## config.mk

```make
export PLATFORM = sky130hd
export DESIGN_NAME = hmsc_rmw
export DESIGN_NICKNAME = d
export VERILOG_FILES = /design/src/hw/rtl/hmsc_pkg.sv /design/src/hw/rtl/hmsc_rmw.sv
export VERILOG_INCLUDE_DIRS = /design/src /design/src/hw/rtl
export SDC_FILE = /design/constraint.sdc
export NUM_CORES = 1
export LEC_CHECK = 0
export BUFFER_PORTS_ARGS = -buffer_cell sky130_fd_sc_hd__buf_2
export CAP_MARGIN = 20
export CORE_AREA = 2 2 88 90
export DETAILED_ROUTE_END_ITERATION = 7
export DIE_AREA = 0 0 90 92
export GPL_TIMING_DRIVEN = 0
export MAX_ROUTING_LAYER = met4
export PLACE_DENSITY = 0.82
export SYNTH_ARGS = -nofsm -noshare
export SYNTH_HDL_FRONTEND = slang
export SYNTH_SLANG_ARGS = --single-unit
```

## constraint.sdc

```tcl
create_clock -name clk_i -period 11.3 [get_ports clk_i]
set_input_delay 3.39 -clock clk_i [delete_from_list [all_inputs] [get_ports clk_i]]
set_output_delay 3.39 -clock clk_i [all_outputs]
set_load 0.02 [all_outputs]
```

## src/hw/rtl/assert_macros.svh

```systemverilog
`ifndef ASSERT_MACROS_SVH
`define ASSERT_MACROS_SVH

// concurrent check on the local clock, off while reset is asserted
`define HMSC_ASSERT(lbl, prop, msg) \
  lbl: assert property (@(posedge clk_i) disable iff (!rst_ni) prop) \
    else $error(msg);

// condition in one cycle implies consequence in the next
`define HMSC_ASSERT_NEXT(lbl, ante, cons, msg) \
  `HMSC_ASSERT(lbl, (ante) |=> (cons), msg)

`endif

```

## src/hw/rtl/hmsc_pkg.sv

```systemverilog
`timescale 1ns / 1ps
`default_nettype none

package hmsc_pkg;

  // fixed field widths
  localparam int unsigned TILE_W    = 6;
  localparam int unsigned COORD_W   = 16;
  localparam int unsigned SRC_W     = 8;
  localparam int unsigned Z_W       = 17;
  localparam int unsigned HEIGHT_W  = 16;
  localparam int unsigned CAP_W     = 8;
  localparam int unsigned CFG_IDX_W = 1;
  localparam int unsigned IN_DATA_W = 64;

  localparam logic [HEIGHT_W-1:0] HEIGHT_MAX = 16'hffff;
  localparam logic [CAP_W-1:0]    CAP_MAX    = 8'd255;

  // configuration register indexes
  localparam logic [CFG_IDX_W-1:0] REG_TILE_COL = 1'b0;
  localparam logic [CFG_IDX_W-1:0] REG_TILE_ROW = 1'b1;

  // cell commands
  typedef enum logic [1:0] {
    CMD_TRANSFER = 2'd0,
    CMD_CAPTURE  = 2'd1,
    CMD_CLEAR    = 2'd2
  } cmd_e;

  // per-cell operation carried down the pipeline
  typedef struct packed {
    cmd_e                cmd;
    logic                hit;
    logic [HEIGHT_W-1:0] tval;
    logic                src_nz;
    logic [Z_W-1:0]      z;
    logic                force_w;
    logic                last;
  } op_t;

  // pipeline advance controls
  typedef struct packed {
    logic ld_s1;
    logic ld_s2;
    logic fire_s2;
  } flow_t;

  // one result item
  typedef struct packed {
    logic [CAP_W-1:0] captured;
    logic             capture_valid;
    logic             last;
  } res_t;

endpackage

`default_nettype wire

```

## src/hw/rtl/hmsc_rmw.sv

```systemverilog
`timescale 1ns / 1ps
`default_nettype none
`include "assert_macros.svh"

module hmsc_rmw #(
  parameter int unsigned ADDR_W = 12
) (
  input  wire logic                                clk_i,
  input  wire logic                                rst_ni,
  input  wire hmsc_pkg::flow_t                     flow_i,
  input  wire logic                                s1_valid_i,
  input  wire logic [ADDR_W-1:0]                   s1_addr_i,
  input  wire hmsc_pkg::op_t                       s1_op_i,
  input  wire logic [hmsc_pkg::HEIGHT_W-1:0]       rdata_i,
  output logic                                     valid_o,
  output logic                                     we_o,
  output logic [ADDR_W-1:0]                        waddr_o,
  output logic [hmsc_pkg::HEIGHT_W-1:0]            wdata_o,
  output hmsc_pkg::res_t                           res_o
);

  localparam int unsigned DW = hmsc_pkg::Z_W + 2;

  logic                          valid_d, valid_q;
  logic [ADDR_W-1:0]             addr_q;
  hmsc_pkg::op_t                 op_q;
  logic                          fwd_d, fwd_q;
  logic [hmsc_pkg::HEIGHT_W-1:0] fwd_data_q;
  logic [hmsc_pkg::HEIGHT_W-1:0] cur;
  logic [DW-1:0]                 diff;
  logic [hmsc_pkg::CAP_W-1:0]    cap;
  logic                          wr_req;
  logic [hmsc_pkg::HEIGHT_W-1:0] wval;
  logic                          is_capture;

  // stored value, with the write of the item ahead forwarded
  assign cur = fwd_q ? fwd_data_q : rdata_i;

  // captured value: stored minus offset, saturated to 1..255, empty reads 0
  assign diff = {{(DW - hmsc_pkg::HEIGHT_W){1'b0}}, cur}
              - {{2{op_q.z[hmsc_pkg::Z_W-1]}}, op_q.z};

  always_comb begin
    if (cur == '0) begin
      cap = '0;
    end else if (diff[DW-1] || (diff == '0)) begin
      cap = hmsc_pkg::CAP_W'(1);
    end else if (|diff[DW-2:hmsc_pkg::CAP_W]) begin
      cap = hmsc_pkg::CAP_MAX;
    end else begin
      cap = diff[hmsc_pkg::CAP_W-1:0];
    end
  end

  // command decode
  always_comb begin
    wr_req     = 1'b0;
    wval       = '0;
    is_capture = 1'b0;
    case (op_q.cmd)
      hmsc_pkg::CMD_TRANSFER: begin
        wr_req = op_q.src_nz && ((cur < op_q.tval) || op_q.force_w);
        wval   = op_q.tval;
      end
      hmsc_pkg::CMD_CAPTURE: begin
        is_capture = 1'b1;
      end
      hmsc_pkg::CMD_CLEAR: begin
        wr_req = 1'b1;
      end
      default: begin
        wr_req = 1'b0;
      end
    endcase
  end

  // write back as the item leaves the stage
  assign we_o    = valid_q && flow_i.fire_s2 && op_q.hit && wr_req;
  assign waddr_o = addr_q;
  assign wdata_o = wval;

  assign res_o = '{
    captured:      (op_q.hit && is_capture) ? cap : '0,
    capture_valid: op_q.hit && is_capture,
    last:          op_q.last
  };

  assign valid_d = flow_i.ld_s2 ? s1_valid_i : valid_q;
  assign fwd_d   = flow_i.ld_s2 ? (s1_valid_i && we_o && (s1_addr_i == addr_q)) : fwd_q;

  always_ff @(posedge clk_i or negedge rst_ni) begin
    if (!rst_ni) begin
      valid_q <= 1'b0;
      fwd_q   <= 1'b0;
    end else begin
      valid_q <= valid_d;
      fwd_q   <= fwd_d;
    end
  end

  // stage payload and forwarded data
  always_ff @(posedge clk_i) begin
    if (flow_i.ld_s2) begin
      addr_q     <= s1_addr_i;
      op_q       <= s1_op_i;
      fwd_data_q <= wval;
    end
  end

  assign valid_o = valid_q;

  `HMSC_ASSERT(fwd_needs_item, fwd_q |-> valid_q, "forward flag set without an item")
  `HMSC_ASSERT_NEXT(stall_holds_entry, valid_q && !flow_i.ld_s2,
                    $stable(addr_q) && $stable(fwd_q), "stalled entry changed")

endmodule

`default_nettype wire

```

==> results.cfg, run 1 <==
[outcome]
outcome = completed

[worst_setup_path]
arrival_ns = 6.33
cp.required_ns = 7.91
crit_fanout = 8
cp_slowest_cell = or4_1
cp.depth = 13
crit_buf_inv = 3
path_cells = buf_2 -> mux2_2 -> ha_1 -> clkbuf_1 -> o21ai_1 -> o21bai_1 -> xor2_1 -> or4_1 -> a2bb2oi_1 -> o2111ai_1 -> nor4_4 -> a21boi_1 -> buf_2
critPathKind = in -> out
cpPeakStageDelay_ns = 0.40
crit_path_frequent_cell = buf_2
reg2reg_depth = 12
end_kind = primary output
crit_family = compound AO/OA/AOI/OAI gates
cp-start-kind = input port

[clocking]
numCtsBuffers = 9
cts-root-buf = clkbuf_8
cts_tree = done
clkSlewWorstSetupHoldPaths_ns = 0.06
clockBufferDepth = 2
cts_hold_buf = 0
cts_setup_buffers = 0
ctsResizeCount = 0
cts.sinks = 69
htreeDepth = 3
clock_latency_ns = 0.34

[die]
die-area_mm2 = 0.00828
initial_utilization = 0.531
rows = 32
io_pins = 113
core_area_mm2 = 0.00745
die_height_um = 92
die_w_um = 90

[global_route]
grt_max_degree = 40
antenna_found_initial = 0
grt_util_all_layers = 0.230
grt_pass1_wl_mm = 14.4
overflow = 0
grt_pass1_vias = 3087

[yosys]
synth_cell_types = 54
ys_seq_area_frac = 0.522
yosys.area.top_type = edfxtp_1
yosys_warnings = 0
synth_ff_type = edfxtp_1
synthesis.area_mm2 = 0.00395
synth_seq_cells = 69
synth_top_area_frac = 0.509
async_reset_ff_frac = 0.0290
synth_nets = 442
synth-edff-count = 67
synth_cells = 337
synth_most_common_cell = edfxtp_1
synth.avg_cell_area_um2 = 11.7
synthTopCellsByArea = edfxtp_1 51%, ha_1 9.8%, mux2_2 4.0%
synth_top_cells_by_count = 67 x edfxtp_1, 35 x inv_1, 31 x ha_1, 19 x a21oi_1, 19 x nor3_1

[sta]
setup_viol = 0
fin_crit_ns = 9.72
drv_slew = 0
holdWs_ns = 0.575
skew_ns = 0.00538
fmax_ghz = 0.103
hold_violations = 0
slew_headroom = 0.511
rsz0062_at_grt = no
tightest_slew_ns = 0.734
timing.final.crit_share = 0.860
tns_ns = 0

[detailed_routing]
wl_mm = 8.90
drt_iter0_drc = 183
drc = 0
firstDrtPassIters = 4
ant_nets = 0
viasPerCell = 5.37
wire_per_inst_um = 15.7
via_count = 3034

[min_path]
min_path_cells = 2
hold_path_class = reg -> reg

[power]
power.internal_w = 0.000437
seqPwrFrac = 0.498
power_density_mw_per_mm2 = 129
vdd_ir_drop_max_mv = 0.0850
p_sw_frac = 0.295
combinationalPowerShare = 0.236
pwr-share-clk = 0.266
p_leak_nw = 2.14
switchingPower_w = 0.000182

[layout]
antenna_cells = 0
finalNetCount = 565
drive_gt1_frac = 0.322
area_growth_pct = 21.7

[job]
drv_cap = 0

[placed_design]
place.gp.congestion = 0.829
numPortBuffers = 111
dpl.hpwl_mm = 6.94
## sequential cells by signal (all words and copies together), names as in the netlist
signal      flops
waddr_o        12
op_q           38
fwd_q           1
res_o           1
valid_o         1
fwd_data_q     16
## logic make-up after synthesis
family,share of synthesized area
fa+ha+maj,0.103
buf+inv,0.0484
xor+xnor,0.0465
flops,0.522
mux,0.0449
compound gates,0.126
simple gates,0.109
## path summary, 6_finish.rpt
| path | start | to | slack, ns |
|---|---|---|---|
| worst min-delay path | valid_o$_DFFE_PN0P_ | valid_o$_DFFE_PN0P_ | 0.58 |
| worst max register to register | fwd_q$_DFFE_PN0P_ | fwd_q$_DFFE_PN0P_ | 8.10 |
| worst min register to register | valid_o$_DFFE_PN0P_ | valid_o$_DFFE_PN0P_ | 0.58 |
| worst max-delay path | rdata_i[12] | res_o[2] | 1.58 |
| min in group asynchronous | rst_ni | valid_o$_DFFE_PN0P_ | 2.83 |
| max in group asynchronous | rst_ni | fwd_q$_DFFE_PN0P_ | 8.37 |
## per-stage QoR
stage | total power (W) | cells | worst slack (ns) | util | area [um^2]
finish | 0.000620 | 565 | 1.58 | 0.646 | 4810
floorplan | 0.000410 | 337 | 2.11 | - | 3950
detailed placement | 0.000459 | 551 | 1.61 | 0.625 | 4660
global placement | 0.000454 | 550 | 1.69 | 0.623 | 4640
global route | 0.000651 | 565 | 1.36 | 0.646 | 4810
CTS | 0.000623 | 565 | 1.60 | 0.646 | 4810
## tightest hold or removal path, delay by kind of cell, from the launching register on
| family | cells | cell delay, ns |
|---|---|---|
| compound gates | 1 | 0.07 |
| buf+inv | 1 | 0.05 |
| flops | 1 | 0.40 |
## power groups by stage
stage                     combinational (W)  sequential, W  clock [W]
after floorplan                   0.0000921       0.000318          0
after global placement             0.000140       0.000314          0
after detailed placement           0.000145       0.000314          0
after CTS                          0.000146       0.000309   0.000169
after global routing               0.000163       0.000311   0.000178
final                              0.000146       0.000309   0.000165
## placed cells by master (no fill, tap or decap), drive strengths merged, types with 2 or more instances in the layout
master	synthesis	routed
o21bai	3	3
nor4	5	5
ha	31	31
nand4b	2	2
a21oi	20	20
nand2b	6	6
a31oi	3	3
o2111ai	2	2
xor2	10	10
clkinv	0	4
nand2	12	12
and3	2	2
o31ai	3	3
a21o	7	7
nand4	6	6
mux2i	2	2
xnor2	11	11
a211oi	8	8
nor2	10	10
dfrtp	2	2
nor3b	2	2
clkbuf	7	16
nor3	19	19
edfxtp	67	67
buf	5	117
o211ai	4	4
nor2b	2	2
mux2	14	14
nand3	4	4
inv	35	35
o21ai	14	14
o21a	2	2
## layer usage
layer / GRT usage / part of all wire / up-vias
met3: 0.0509 / 0.049 / 12
met2: 0.383 / 0.51 / 108
met5: - / 0 / -
met1: 0.275 / 0.43 / 1410
met4: 0.0897 / 0.014 / 0
li1: - / - / 1504
## final cells by class
type	count	area [um^2]
sequential	69	2060
timing repair buffer	112	576
clock inverter	5	30.0
multi-input combinational	221	1700
tap	102	128
clock buffer	9	124
inverter	35	131
fill	627	2640
buffer	12	60.1
Power figures use the tool's default switching activity.
==> run 2: changes to the inputs <==
- REMOVE_ABC_BUFFERS: default -> 1
==> run 2 against run 1 <==
Cell count down 1.8%; non-clock buffer count is 12 lower; largest cell class unchanged; largest power group unchanged; setup slack better by 0.048 ns.
==> results.cfg, run 2 (synthesis gave the netlist of run 1 again) <==
[global_route]
overflow = 0
grt_util_all_layers = 0.220
top_usage_layer = met2
antenna_found_initial = 0
met3_usage = 0.0485
grt_max_degree = 43
use_met1 = 0.262
grt_pass1_wl_mm = 14.0
use_met2 = 0.358
grt_pass1_vias = 3136

[detailed_routing]
firstDrtPassIters = 4
drt_iter0_drc = 144
wire_per_inst_um = 15.9
drc = 0
wl_mm = 8.81
viasPerCell = 5.53
ant_nets = 0
via_count = 3070

[die]
io_pins = 113
initial_utilization = 0.531
rows = 32
die_height_um = 92
die_w_um = 90
die-area_mm2 = 0.00828
core_area_mm2 = 0.00745

[placed_design]
numPortBuffers = 111
place.gp.congestion = 0.875
dpl.hpwl_mm = 6.73
dp_slack_ns = 1.70
dp.cells = 539

[sta]
skew_ns = 0.00562
timing.final.crit_share = 0.856
fin_crit_ns = 9.67
tightest_slew_ns = 0.799
fmax_ghz = 0.103
setup_slack_ns = 1.63
setup_viol = 0
tns_ns = 0
drv_slew = 0
rsz0062_at_grt = no
hold_violations = 0
slew_headroom = 0.468

[clocking]
numCtsBuffers = 9
clockBufferDepth = 2
cts.sinks = 69
cts_hold_buf = 0
cts-root-buf = clkbuf_8
clock_latency_ns = 0.34
ctsResizeCount = 0
htreeDepth = 3
clkSlewWorstSetupHoldPaths_ns = 0.07
cts_tree = done
cts_setup_buffers = 0

[layout]
area_growth_pct = 22.2
nFillCells = 595
antenna_cells = 0
regMostFlops = op_q
final_cell_mix = 111 x buf_2, 67 x edfxtp_1, 35 x inv_1
final-instance-count-excl-fill = 555
drive_gt1_frac = 0.325
mostFrequentLayoutCell = buf_2
finalNetCount = 553
largest_reg_flops = 38

[worst_setup_path]
crit_fanout = 8
end_kind = primary output
arrival_ns = 6.28
path_cells = buf_2 -> mux2i_1 -> inv_1 -> ha_1 -> nor2b_1 -> o2111ai_1 -> a21oi_1 -> or4_1 -> a2bb2oi_1 -> o2111ai_1 -> nor4_4 -> a21oi_1 -> buf_2
cp-start-kind = input port
cp_slowest_cell = or4_1
cpPeakStageDelay_ns = 0.53
cp.required_ns = 7.91
critPathKind = in -> out

[power]
power.total_w = 0.000686
p_leak_nw = 2.14
power_density_mw_per_mm2 = 142
vdd_ir_drop_max_mv = 0.0865

[min_path]
hold_path_class = reg -> reg

[outcome]
outcome = completed

[job]
drv_cap = 0
==> run 2: changes by cell type in the layout (fill, tap and decap cells not counted), sizes merged <==
cell | previous run | this run
buf | 117 | 112
bufinv | 0 | 2
clkbuf | 16 | 11
clkinv | 4 | 3
clkinvlp | 1 | 0
==> run 2: final timing paths <==
kind                       cells after the start                 from                   to  slack, ns
min in group asynchronous                      1               rst_ni    fwd_q$_DFFE_PN0P_       2.83
max                                           13           rdata_i[1]             res_o[9]       1.63
max reg2reg                                   10    fwd_q$_DFFE_PN0P_    fwd_q$_DFFE_PN0P_       8.04
min reg2reg                                    2  valid_o$_DFFE_PN0P_  valid_o$_DFFE_PN0P_       0.57
min                                            2  valid_o$_DFFE_PN0P_  valid_o$_DFFE_PN0P_       0.57
max in group asynchronous                      1               rst_ni  valid_o$_DFFE_PN0P_       8.37
==> run 2: cell type report <==
type	instances	area, um^2	area share
flip-flops and latches	69	2060	0.427
clock inverters	5	82.6	0.0171
inverters	35	131	0.0272
repair buffers	112	576	0.119
well taps	102	128	0.0264
clock buffers	11	151	0.0313
multi-input cells	221	1700	0.352
==> run 2: metal layers <==
metal / vias to the layer above / part of all wire / wire length [um]
met5: - / 0 / 0
met1: 1433 / 0.44 / 3860
li1: 1485 / - / -
met4: 0 / 0.026 / 233
met3: 24 / 0.059 / 520
met2: 128 / 0.48 / 4190
==> run 2: worst max-delay path: cells and delay by family <==
family	cells	cell delay [ns]
AO/OA/AOI/OAI	5	0.95
adder cells (fa/ha/maj)	1	0.27
multiplexers	1	0.22
buffers and inverters	3	0.41
AND/OR/NAND/NOR	3	1.03
==> run 2: power by group <==
part | total [W] | internal, W | leakage [nW] | switching, W
sequential | 0.000311 | 0.000302 | 0.694 | 0.00000967
clock | 0.000233 | 0.000137 | 0.120 | 0.0000961
combinational | 0.000141 | 0.0000581 | 1.33 | 0.0000833
==> run 2: through the flow <==
step / utilization / hold slack, ns / instance area [um^2]
final: 0.649 / 0.574 / 4830
after global routing: 0.649 / 0.600 / 4830
after CTS: 0.649 / 0.580 / 4830
after detailed placement: 0.617 / 0.577 / 4600
after global placement: 0.615 / 0.551 / 4580
after floorplan: - / 0.628 / 3890
