==> config.mk <==
export PLATFORM = sky130hd
export DESIGN_NAME = hmsc_addr
export DESIGN_NICKNAME = d
export VERILOG_FILES = /design/src/hw/rtl/assert_macros.svh /design/src/hw/rtl/hmsc_pkg.sv /design/src/hw/rtl/hmsc_addr.sv
export SDC_FILE = /design/constraint.sdc
export NUM_CORES = 1
export LEC_CHECK = 0
export BUFFER_PORTS_ARGS = -buffer_cell sky130_fd_sc_hd__buf_4
export CORE_MARGIN = 3
export CORE_UTILIZATION = 50
export DETAILED_ROUTE_END_ITERATION = 10
export GPL_TIMING_DRIVEN = 0
export HOLD_SLACK_MARGIN = 0.02
export PLACE_DENSITY = 0.8
export SLEW_MARGIN = 20
export SYNTH_ARGS = -nofsm -noshare
export SYNTH_HDL_FRONTEND = slang
export SYNTH_SLANG_ARGS = --single-unit
==> constraint.sdc <==
create_clock -name clk_i -period 1.2 [get_ports clk_i]
set_input_delay 0 -clock clk_i [delete_from_list [all_inputs] [get_ports clk_i]]
set_output_delay 0 -clock clk_i [all_outputs]
set_load 0.02 [all_outputs]
==> src/hw/rtl/assert_macros.svh <==
`ifndef ASSERT_MACROS_SVH
`define ASSERT_MACROS_SVH

// concurrent check on the local clock, off while reset is asserted
`define HMSC_ASSERT(lbl, prop, msg) \
  lbl: assert property (@(posedge clk_i) disable iff (!rst_ni) prop) \
    else $error(msg);

// condition in one cycle implies consequence in the next
`define HMSC_ASSERT_NEXT(lbl, ante, cons, msg) \
  `HMSC_ASSERT(lbl, (ante) |=> (cons), msg)

`endif

==> src/hw/rtl/hmsc_pkg.sv <==
`timescale 1ns / 1ps
`default_nettype none

package hmsc_pkg;

  // fixed field widths
  localparam int unsigned TILE_W    = 6;
  localparam int unsigned COORD_W   = 16;
  localparam int unsigned SRC_W     = 8;
  localparam int unsigned Z_W       = 17;
  localparam int unsigned HEIGHT_W  = 16;
  localparam int unsigned CAP_W     = 8;
  localparam int unsigned CFG_IDX_W = 1;
  localparam int unsigned IN_DATA_W = 64;

  localparam logic [HEIGHT_W-1:0] HEIGHT_MAX = 16'hffff;
  localparam logic [CAP_W-1:0]    CAP_MAX    = 8'd255;

  // configuration register indexes
  localparam logic [CFG_IDX_W-1:0] REG_TILE_COL = 1'b0;
  localparam logic [CFG_IDX_W-1:0] REG_TILE_ROW = 1'b1;

  // cell commands
  typedef enum logic [1:0] {
    CMD_TRANSFER = 2'd0,
    CMD_CAPTURE  = 2'd1,
    CMD_CLEAR    = 2'd2
  } cmd_e;

  // per-cell operation carried down the pipeline
  typedef struct packed {
    cmd_e                cmd;
    logic                hit;
    logic [HEIGHT_W-1:0] tval;
    logic                src_nz;
    logic [Z_W-1:0]      z;
    logic                force_w;
    logic                last;
  } op_t;

  // pipeline advance controls
  typedef struct packed {
    logic ld_s1;
    logic ld_s2;
    logic fire_s2;
  } flow_t;

  // one result item
  typedef struct packed {
    logic [CAP_W-1:0] captured;
    logic             capture_valid;
    logic             last;
  } res_t;

endpackage

`default_nettype wire

==> src/hw/rtl/hmsc_addr.sv <==
`timescale 1ns / 1ps
`default_nettype none

module hmsc_addr #(
  parameter int unsigned MAP_WIDTH  = 64,
  parameter int unsigned MAP_HEIGHT = 64,
  localparam int unsigned AW = $clog2(MAP_WIDTH * MAP_HEIGHT)
) (
  input  wire logic                                clk_i,
  input  wire logic                                rst_ni,
  input  wire hmsc_pkg::flow_t                     flow_i,
  input  wire logic                                in_valid_i,
  input  wire logic [hmsc_pkg::TILE_W-1:0]         tile_col_i,
  input  wire logic [hmsc_pkg::TILE_W-1:0]         tile_row_i,
  input  wire logic [1:0]                          cmd_i,
  input  wire logic signed [hmsc_pkg::COORD_W-1:0] cell_x_i,
  input  wire logic signed [hmsc_pkg::COORD_W-1:0] cell_y_i,
  input  wire logic [hmsc_pkg::SRC_W-1:0]          src_i,
  input  wire logic [hmsc_pkg::Z_W-1:0]            z_i,
  input  wire logic                                force_i,
  input  wire logic                                last_i,
  output logic                                     valid_o,
  output logic [AW-1:0]                            addr_o,
  output hmsc_pkg::op_t                            op_o
);

  localparam int unsigned XW  = $clog2(MAP_WIDTH);
  localparam int unsigned YW  = $clog2(MAP_HEIGHT);
  localparam int unsigned OXW = hmsc_pkg::TILE_W + XW;
  localparam int unsigned OYW = hmsc_pkg::TILE_W + YW;
  localparam int unsigned MXW = (OXW > hmsc_pkg::COORD_W) ? OXW : hmsc_pkg::COORD_W;
  localparam int unsigned MYW = (OYW > hmsc_pkg::COORD_W) ? OYW : hmsc_pkg::COORD_W;
  localparam int unsigned RXW = MXW + 2;
  localparam int unsigned RYW = MYW + 2;
  localparam int unsigned TSW = hmsc_pkg::Z_W + 1;

  logic [OXW-1:0]                  origin_x;
  logic [OYW-1:0]                  origin_y;
  logic [RXW-1:0]                  rx_d, rx_q;
  logic [RYW-1:0]                  ry_d, ry_q;
  logic [TSW-1:0]                  tsum;
  logic [hmsc_pkg::HEIGHT_W-1:0]   tval_d, tval_q;
  logic                            valid_d, valid_q;
  hmsc_pkg::cmd_e                  cmd_q;
  logic                            src_nz_q;
  logic [hmsc_pkg::Z_W-1:0]        z_q;
  logic                            force_q;
  logic                            last_q;
  logic                            x_in, y_in;

  // tile origin and cell position relative to it
  assign origin_x = OXW'(tile_col_i) * OXW'(MAP_WIDTH);
  assign origin_y = OYW'(tile_row_i) * OYW'(MAP_HEIGHT);
  assign rx_d     = RXW'(cell_x_i) - RXW'(origin_x);
  assign ry_d     = RYW'(cell_y_i) - RYW'(origin_y);

  // transfer value: source plus offset, saturated to 1..max
  assign tsum = {{(TSW - hmsc_pkg::SRC_W){1'b0}}, src_i} + {z_i[hmsc_pkg::Z_W-1], z_i};

  always_comb begin
    if (tsum[TSW-1] || (tsum == '0)) begin
      tval_d = hmsc_pkg::HEIGHT_W'(1);
    end else if (tsum[hmsc_pkg::HEIGHT_W]) begin
      tval_d = hmsc_pkg::HEIGHT_MAX;
    end else begin
      tval_d = tsum[hmsc_pkg::HEIGHT_W-1:0];
    end
  end

  assign valid_d = flow_i.ld_s1 ? in_valid_i : valid_q;

  always_ff @(posedge clk_i or negedge rst_ni) begin
    if (!rst_ni) begin
      valid_q <= 1'b0;
    end else begin
      valid_q <= valid_d;
    end
  end

  // stage payload
  always_ff @(posedge clk_i) begin
    if (flow_i.ld_s1) begin
      rx_q     <= rx_d;
      ry_q     <= ry_d;
      tval_q   <= tval_d;
      cmd_q    <= hmsc_pkg::cmd_e'(cmd_i);
      src_nz_q <= (src_i != '0);
      z_q      <= z_i;
      force_q  <= force_i;
      last_q   <= last_i;
    end
  end

  // clipping against the tile
  assign x_in = !rx_q[RXW-1] && (rx_q[RXW-2:0] < (RXW-1)'(MAP_WIDTH));
  assign y_in = !ry_q[RYW-1] && (ry_q[RYW-2:0] < (RYW-1)'(MAP_HEIGHT));

  // row-major store address
  assign addr_o = AW'(ry_q[YW-1:0]) * AW'(MAP_WIDTH) + AW'(rx_q[XW-1:0]);

  assign valid_o = valid_q;
  assign op_o = '{
    cmd:     cmd_q,
    hit:     x_in && y_in,
    tval:    tval_q,
    src_nz:  src_nz_q,
    z:       z_q,
    force_w: force_q,
    last:    last_q
  };

endmodule

`default_nettype wire

==> reports/qor.csv, run 1 <==
metric;value;unit
run_status;complete, but fails checks;
violations;negative setup slack;
dp_cells;525;
cp.required;1300;ps
ys_seq_area_share;57.8;%
cts_buffer_depth;2;
drt-pass1-iter-count;5;
synth_seq_cells;73;
yosys.cell_types.count;48;
placementRows;31;
finalSetupTns;-10100;ps
worstSetupPathType;primary input to flip-flop;
p_leak;0.00264;uW
dieArea;0.00865;sq mm
synth_area_per_cell;12.7;sq um
antenna_found_initial;0;
grt_start_max_net_pins;74;
synthArstFlopShare;1.37;%
ys_warn_count;0;
arrival;1870;ps
place.gp.congestion;0.806;
die_x;93.0;microns
clk_latency;340;ps
final_util;86.6;%
htree_levels;3;
drtIter0Drc;302;
cts-root-buf;clkbuf_8;
post-place-ws;-1040;ps
final.min_clock_period;1770;ps
port_buffers;128;
grt_overflow;0;
fin_cells;619;
drcViolationCount;0;
powerDensity;1140;mW/mm^2
min_period_over_period;147;%
pin_count;131;
synth_edf_count;72;
synth_area;0.00378;sq mm
antenna_cells;0;
setup_slack;-567;ps
finalSetupViolCount;26;
drive_above_1_share;49.8;%
worst_pin_slew;946;ps
drt_wl_total;12.4;mm
cp-end-kind;flip-flop;
maxCapViolations;0;
syn_inst;298;
fmax;566;MHz
postRouteAntennaNets;0;
wl_per_cell;20.0;microns
cts_tree;done;
finalClockSkew;0;ps
cp_max_fo;3;
syn_nets;400;
rsz0062_at_grt;true;
drv_slew;0;
numCtsBuffers;9;
coreArea;0.00729;sq mm
grt_pass1_wl;17.7;mm
clock-sinks;73;
grt_pass1_vias;3481;
hold_viol;0;
via_count;3388;
clk_pin_slew;70;ps
die_h;93.0;microns
grtUsageTotal;26.9;%
start_util;51.9;%
num-nets-final;618;
cp-start-kind;primary input;
slew_headroom;36.9;%
area_growth;66.8;%
hold_path_class;primary input to flip-flop;
synth_ff_type;edfxtp_1;
hold_ws;29.1;ps
post-dp-hpwl;6.03;mm
viasPerCell;5.47;
ir_drop;854;uV
-- worst max-delay path, cell delays in order --
cell and delay [ps]:
buf_8 100, ha_4 160, fa_2 390, a21oi_4 180, o221ai_4 130, and2_4 180, and3_4 180, o311ai_4 230
nor3_2 60, a211o_1 260
-- layout make-up --
cell class	instances	area (sq um)
Buffer	21	160
Clock buffer	9	124
Clock inverter	6	60.1
Fill cell	328	977
Inverter	26	135
Multi-Input combinational cell	178	1740
Sequential cell	73	2190
Tap cell	99	124
Timing Repair Buffer	207	1790
-- synth_stat cells, types with 2 or more instances --
library cell	instances	area [sq um]
and3_4	2	22.5
nand4_1	4	25.0
buf_4	16	120
a21boi_0	2	15.0
a21oi_1	15	75.1
nand2_1	16	60.1
nor4_1	9	56.3
fa_1	3	60.1
nand3_1	8	40.0
nor2_1	14	52.6
a21o_1	7	52.6
o21ai_0	10	50.1
edfxtp_1	72	2160
clkbuf_2	2	10.0
a21oi_2	2	17.5
o21a_1	3	22.5
nor2b_1	4	25.0
nand2b_1	4	25.0
inv_1	26	97.6
xor2_1	10	87.6
ha_1	20	250
nor3_1	4	20.0
xnor2_1	20	175
-- cell families after synthesis --
logic type / synth area share, %
adder cells (fa/ha/maj): 8.20
XOR/XNOR: 6.94
flip-flops: 57.8
AO/OA/AOI/OAI: 9.95
multiplexers: 0.562
AND/OR/NAND/NOR: 10.1
buffers and inverters: 6.45
-- placed cells by master, fill, tap and decap left out, types with 10 or more instances in the layout --
| master | n |
|---|---|
| buf_6 | 10 |
| inv_1 | 20 |
| nor2_1 | 14 |
| ha_4 | 11 |
| dlygate4sd3_1 | 50 |
| nand2_1 | 13 |
| edfxtp_1 | 72 |
| buf_4 | 156 |
| xnor2_1 | 16 |
-- path summary, 6_finish.rpt --
kind | start | slack [ps] | end | depth (start not counted)
max in group asynchronous | rst_ni | 580 | valid_o$_DFFE_PN0P_ | 3
min in group asynchronous | rst_ni | 510 | valid_o$_DFFE_PN0P_ | 3
worst max register to register | valid_o$_DFFE_PN0P_ | 450 | valid_o$_DFFE_PN0P_ | 1
worst min register to register | valid_o$_DFFE_PN0P_ | 520 | valid_o$_DFFE_PN0P_ | 1
worst max-delay path | z_i[0] | -570 | tval_q[0]$_SDFFCE_PP1P_ | 10
worst min-delay path | tile_col_i[0] | 30 | rx_q[6]$_DFFE_PP_ | 3
-- what timing repair did --
item / CTS / global route
hold buffers: 50 / 0
cloned: 2 / 0
resized for setup: 37 / 23
setup endpoints to repair: 27 / 30
buffers inserted: 26 / 5
endpoints found under the hold margin: 45 / 0
pin swaps: 37 / 16
-- metal layers --
layer / vias up / track usage (%) / routed length, microns
met2: 194 / 48.4 / 6510
met1: 1649 / 30.2 / 4410
met3: 43 / 6.11 / 925
met5: - / 0 / 0
met4: 0 / 12.5 / 541
li1: 1502 / - / -
-- through the flow --
step | cell area, sq um | total power [uW]
finish | 6310 | 7200
global route | 6310 | 7410
CTS | 6210 | 6950
detailed placement | 5110 | 4750
global placement | 5110 | 4700
floorplan | 4030 | 4080
-- flip-flops by register name (all words and copies together) (netlist names) --
signal / cells
ry_q: 17
valid_o: 1
tval_q: 16
rx_q: 17
last_q: 1
cmd_q: 2
z_q: 17
src_nz_q: 1
force_q: 1
-- report_power, final --
| group | internal, uW | switching, uW |
|---|---|---|
| clock | 940 | 1000 |
| sequential | 3100 | 104 |
| combinational | 1050 | 1010 |
Power figures use the tool's default switching activity.
==> run 2: changes to the inputs <==
--- a/config.mk
+++ b/config.mk
@@ -9,7 +9,6 @@
 export CORE_MARGIN = 3
 export CORE_UTILIZATION = 50
 export DETAILED_ROUTE_END_ITERATION = 10
-export GPL_TIMING_DRIVEN = 0
 export HOLD_SLACK_MARGIN = 0.02
 export PLACE_DENSITY = 0.8
 export SLEW_MARGIN = 20
==> reports/qor.csv, run 2 (synthesis results as in run 1) <==
metric;value;unit
final_util;90.4;%
maxCapViolations;0;
grt_pass1_wl;20.8;mm
cp-end-kind;flip-flop;
intPower;5440;uW
cp_max_fo;3;
htree_levels;3;
r2r_slack;390;ps
drive_above_1_share;53.2;%
finalSetupTns;-8650;ps
coreArea;0.00729;sq mm
run_status;complete, but fails checks;
grtUsageTotal;32.3;%
drt-pass1-iter-count;7;
cp-start-kind;primary input;
antenna_found_initial;0;
regArea;0.00219;sq mm
arrival;1930;ps
die_x;93.0;microns
num-nets-final;638;
via_count;3720;
cts_buffer_depth;2;
p_switching;2410;uW
nFillCells;267;
drt_wl_total;15.8;mm
viasPerCell;5.81;
final.min_clock_period;1800;ps
worst_pin_slew;555;ps
postRouteAntennaNets;0;
fmax;555;MHz
multi_input_area;0.00180;sq mm
drv_slew;0;
clock-sinks;73;
post-dp-hpwl;6.93;mm
place.gp.congestion;0.899;
dieArea;0.00865;sq mm
hold_ws;81.8;ps
antenna_cells;0;
whs_path_depth;3;
drcViolationCount;0;
clk_latency;370;ps
grt_start_max_net_pins;30;
p_leak;0.00275;uW
powerDensity;1190;mW/mm^2
cts_tree;done;
cts-root-buf;clkbuf_8;
top_regs;rx_q x17, ry_q x17, z_q x17;
drtIter0Drc;361;
mostFrequentLayoutCell;buf_4;
grt_pass1_vias;3786;
hold_path_class;primary input to flip-flop;
violations;negative setup slack;
min_period_over_period;150;%
hold_viol;0;
swShare;30.7;%
mostFrequentLayoutCells;buf_4, edfxtp_1, dlygate4sd3_1, inv_1, xnor2_1;
finalClockSkew;0;ps
finalSetupViolCount;28;
reg2regPathDepth;1;
worstSetupPathType;primary input to flip-flop;
wl_per_cell;24.7;microns
clk_pin_slew;90;ps
ir_drop;894;uV
port_buffers;128;
numCtsBuffers;9;
placementRows;31;
slew_headroom;62.6;%
grt_overflow;0;
seq_power_share;41.1;%
rsz0062_at_grt;true;
die_h;93.0;microns
pwr-share-clk;29.5;%
setup_slack;-602;ps
cp.required;1330;ps
pin_count;131;
p_comb_share;29.4;%
start_util;51.9;%
area_growth;74.1;%
## run 2: cell types whose count changed in the layout (fill, tap and decap cells not counted), sizes merged
cell / before / now
inv: 25 / 28
bufinv: 1 / 2
buf: 173 / 194
bufbuf: 1 / 0
clkinvlp: 1 / 2
dlygate4sd3: 50 / 54
clkinv: 5 / 1
clkbuf: 13 / 9
## run 2: final timing paths
kind,from,endpoint
min reg2reg,valid_o$_DFFE_PN0P_,valid_o$_DFFE_PN0P_
max reg2reg,valid_o$_DFFE_PN0P_,valid_o$_DFFE_PN0P_
max in group asynchronous,rst_ni,valid_o$_DFFE_PN0P_
max,z_i[0],tval_q[0]$_SDFFCE_PP1P_
min,cell_x_i[14],rx_q[14]$_DFFE_PP_
min in group asynchronous,rst_ni,valid_o$_DFFE_PN0P_
## run 2: worst max-delay path, cell delays in order
cell	delay (ps)
buf_6	100
ha_4	160
fa_2	390
a21oi_4	170
o221ai_2	140
and2_4	170
buf_4	160
xnor2_2	150
nand2_1	110
a211oi_1	70
a211o_1	300
## run 2: metrics by stage
step	total power [uW]	worst slack, ps	instances	area [sq um]
global placement	4880	-848	561	5440
CTS	7410	-505	636	6400
finish	7850	-602	640	6590
floorplan	4080	-729	298	4030
global route	8060	-638	640	6590
detailed placement	4940	-905	561	5440
## run 2: repair_timing
item / CTS / global route
setup buffers: 6 / 4
gates resized for setup: 35 / 30
hold buffers: 54 / 0
setup endpoints to repair: 27 / 28
hold endpoints to repair: 54 / 0
pin swaps: 38 / 22
## run 2: power groups by stage
stage	logic (uW)	clock network [uW]	registers, uW
floorplan	726	0	3360
global placement	1660	0	3220
detailed placement	1710	0	3230
CTS	1990	2230	3190
global route	2400	2420	3240
finish	2310	2320	3230
## run 2: layer usage
layer  vias up  part of all wire [%]  track usage [%]
met1      1760                    33             36.8
met3        95                   8.8             7.72
met2       321                    51             57.5
met5         -                     0                0
li1       1544                     -                -
met4         0                   6.8             13.9
## run 2: area by class of cell
cell class	instances	area share, %
Clock inverter	7	1.54
Sequential cell	73	33.2
Clock buffer	9	1.88
Timing Repair Buffer	248	32.2
Tap cell	99	1.88
Inverter	26	2.01
Multi-Input combinational cell	178	27.3
==> run 3: changes to the inputs <==
--- a/config.mk
+++ b/config.mk
@@ -11,6 +11,8 @@
 export DETAILED_ROUTE_END_ITERATION = 10
 export HOLD_SLACK_MARGIN = 0.02
 export PLACE_DENSITY = 0.8
+export RECOVER_POWER = 50
+export SKIP_CTS_REPAIR_TIMING = 1
 export SLEW_MARGIN = 20
 export SYNTH_ARGS = -nofsm -noshare
 export SYNTH_HDL_FRONTEND = slang
==> reports/qor.csv, run 3 (synthesis results as in run 1) <==
metric;value;unit
pwr-share-clk;29.9;%
grt_start_max_net_pins;30;
violations;negative hold slack, negative setup slack;
place.gp.congestion;0.899;
p_leak;0.00253;uW
dieArea;0.00865;sq mm
mostFrequentLayoutCell;buf_4;
finalSetupTns;-13250;ps
worst_pin_slew;695;ps
r2r-end;valid_o$_DFFE_PN0P_;
coreArea;0.00729;sq mm
top_regs;rx_q x17, ry_q x17, z_q x17;
num-nets-final;629;
clk_latency;350;ps
grt_overflow;0;
p_comb_share;27.6;%
drt_wl_total;15.1;mm
placementRows;31;
cp-end-kind;flip-flop;
ir_drop;753;uV
fmax;516;MHz
cp_max_fo;2;
finalSetupViolCount;31;
rsz0062_at_grt;true;
hold_path_class;primary input to flip-flop;
grt_pass1_vias;3020;
clk_pin_slew;90;ps
port_buffers;128;
design_area;0.00627;sq mm
powerDensity;1220;mW/mm^2
cp-start-kind;primary input;
post-place-ws;-905;ps
min_to;src_nz_q$_DFFE_PP_;
wl_per_cell;23.9;microns
final.min_clock_period;1940;ps
mostFrequentLayoutCells;buf_4, edfxtp_1, dlygate4sd3_1, clkbuf_1, inv_1;
grtUsageTotal;21.4;%
via_count;3594;
finalClockSkew;0;ps
min_period_over_period;162;%
dpl-instance-area;0.00544;sq mm
arrival;2100;ps
post-dp-hpwl;6.93;mm
numCtsBuffers;9;
area_growth;65.7;%
clock-sinks;73;
cp.required;1360;ps
cts_tree;done;
worstSetupPathType;primary input to flip-flop;
r2r_slack;420;ps
r2r_start;valid_o$_DFFE_PN0P_;
whs_path_depth;4;
drv_slew;0;
intPower;5290;uW
antenna_found_initial;0;
die_x;93.0;microns
postRouteAntennaNets;0;
finalPower;7630;uW
pin_count;131;
hold_viol;1;
antenna_cells;0;
cts-root-buf;clkbuf_8;
grt_pass1_wl;14.3;mm
htree_levels;3;
hp-start;src_i[6];
drcViolationCount;0;
setup_slack;-739;ps
maxCapViolations;0;
hold_ws;-1.79;ps
drtIter0Drc;220;
die_h;93.0;microns
swShare;30.6;%
seq_power_share;42.5;%
slew_headroom;53.2;%
drive_above_1_share;44.0;%
drt-pass1-iter-count;5;
p_switching;2330;uW
reg2regPathDepth;1;
viasPerCell;5.70;
run_status;complete, but fails checks;
final_util;86.0;%
crit_path_start;tile_row_i[1];
start_util;51.9;%
cts_buffer_depth;2;
==> run 3: changes by cell type in the layout (fill, tap and decap cells not counted), moves of 3 or more <==
cell,before,now
clkbuf_4,0,19
clkbuf_1,0,42
dlygate4sd3_1,54,49
buf_4,176,112
buf_12,5,2
xnor2_2,3,0
==> run 3: worst max path at each step <==
stage,end,slack (ps)
2_1_floorplan,tval_q[0]$_SDFFCE_PP1P_,-730
3_3_place_gp,tval_q[0]$_SDFFCE_PP1P_,-850
3_5_place_dp,tval_q[0]$_SDFFCE_PP1P_,-900
4_1_cts,op_o[36],-670
5_1_grt,ry_q[13]$_DFFE_PP_,-740
6_report,ry_q[13]$_DFFE_PP_,-740
==> run 3: power by group through the flow <==
stage / registers (uW) / clock network (uW) / logic [uW]
CTS: 3170 / 2230 / 1740
global placement: 3220 / 0 / 1660
floorplan: 3360 / 0 / 726
global route: 3250 / 2390 / 2200
finish: 3240 / 2280 / 2100
detailed placement: 3230 / 0 / 1710
==> run 3: cell type report <==
| class | instances | area (sq um) |
|---|---|---|
| Clock inverter | 7 | 101 |
| Inverter | 26 | 133 |
| Timing Repair Buffer | 239 | 1840 |
| Clock buffer | 9 | 124 |
| Sequential cell | 73 | 2190 |
| Tap cell | 99 | 124 |
| Fill cell | 376 | 1020 |
| Multi-Input combinational cell | 178 | 1760 |
==> run 3: routing by layer <==
metal	share of wire [%]	up-vias	global-route usage, %	wire length, microns
li1	-	1521	-	-
met3	8.1	72	5.87	1220
met4	6.9	0	7.94	1040
met1	34	1751	25.6	5080
met2	51	250	37.0	7710
met5	0	-	0	0
==> run 3: stage by stage <==
stage	hold slack (ps)	cells
after global placement	-225	561
after detailed placement	-223	561
after CTS	-607	577
after global routing	26.9	631
after floorplan	-296	298
final	-1.79	631
==> run 3: worst max-delay path: stages <==
cell	delay [ps]
buf_8	110
inv_6	40
ha_4	190
nor2b_4	120
o21ai_0	550
a21boi_2	190
o21a_1	250
o21ai_2	190
nand2_1	140
xnor2_1	300
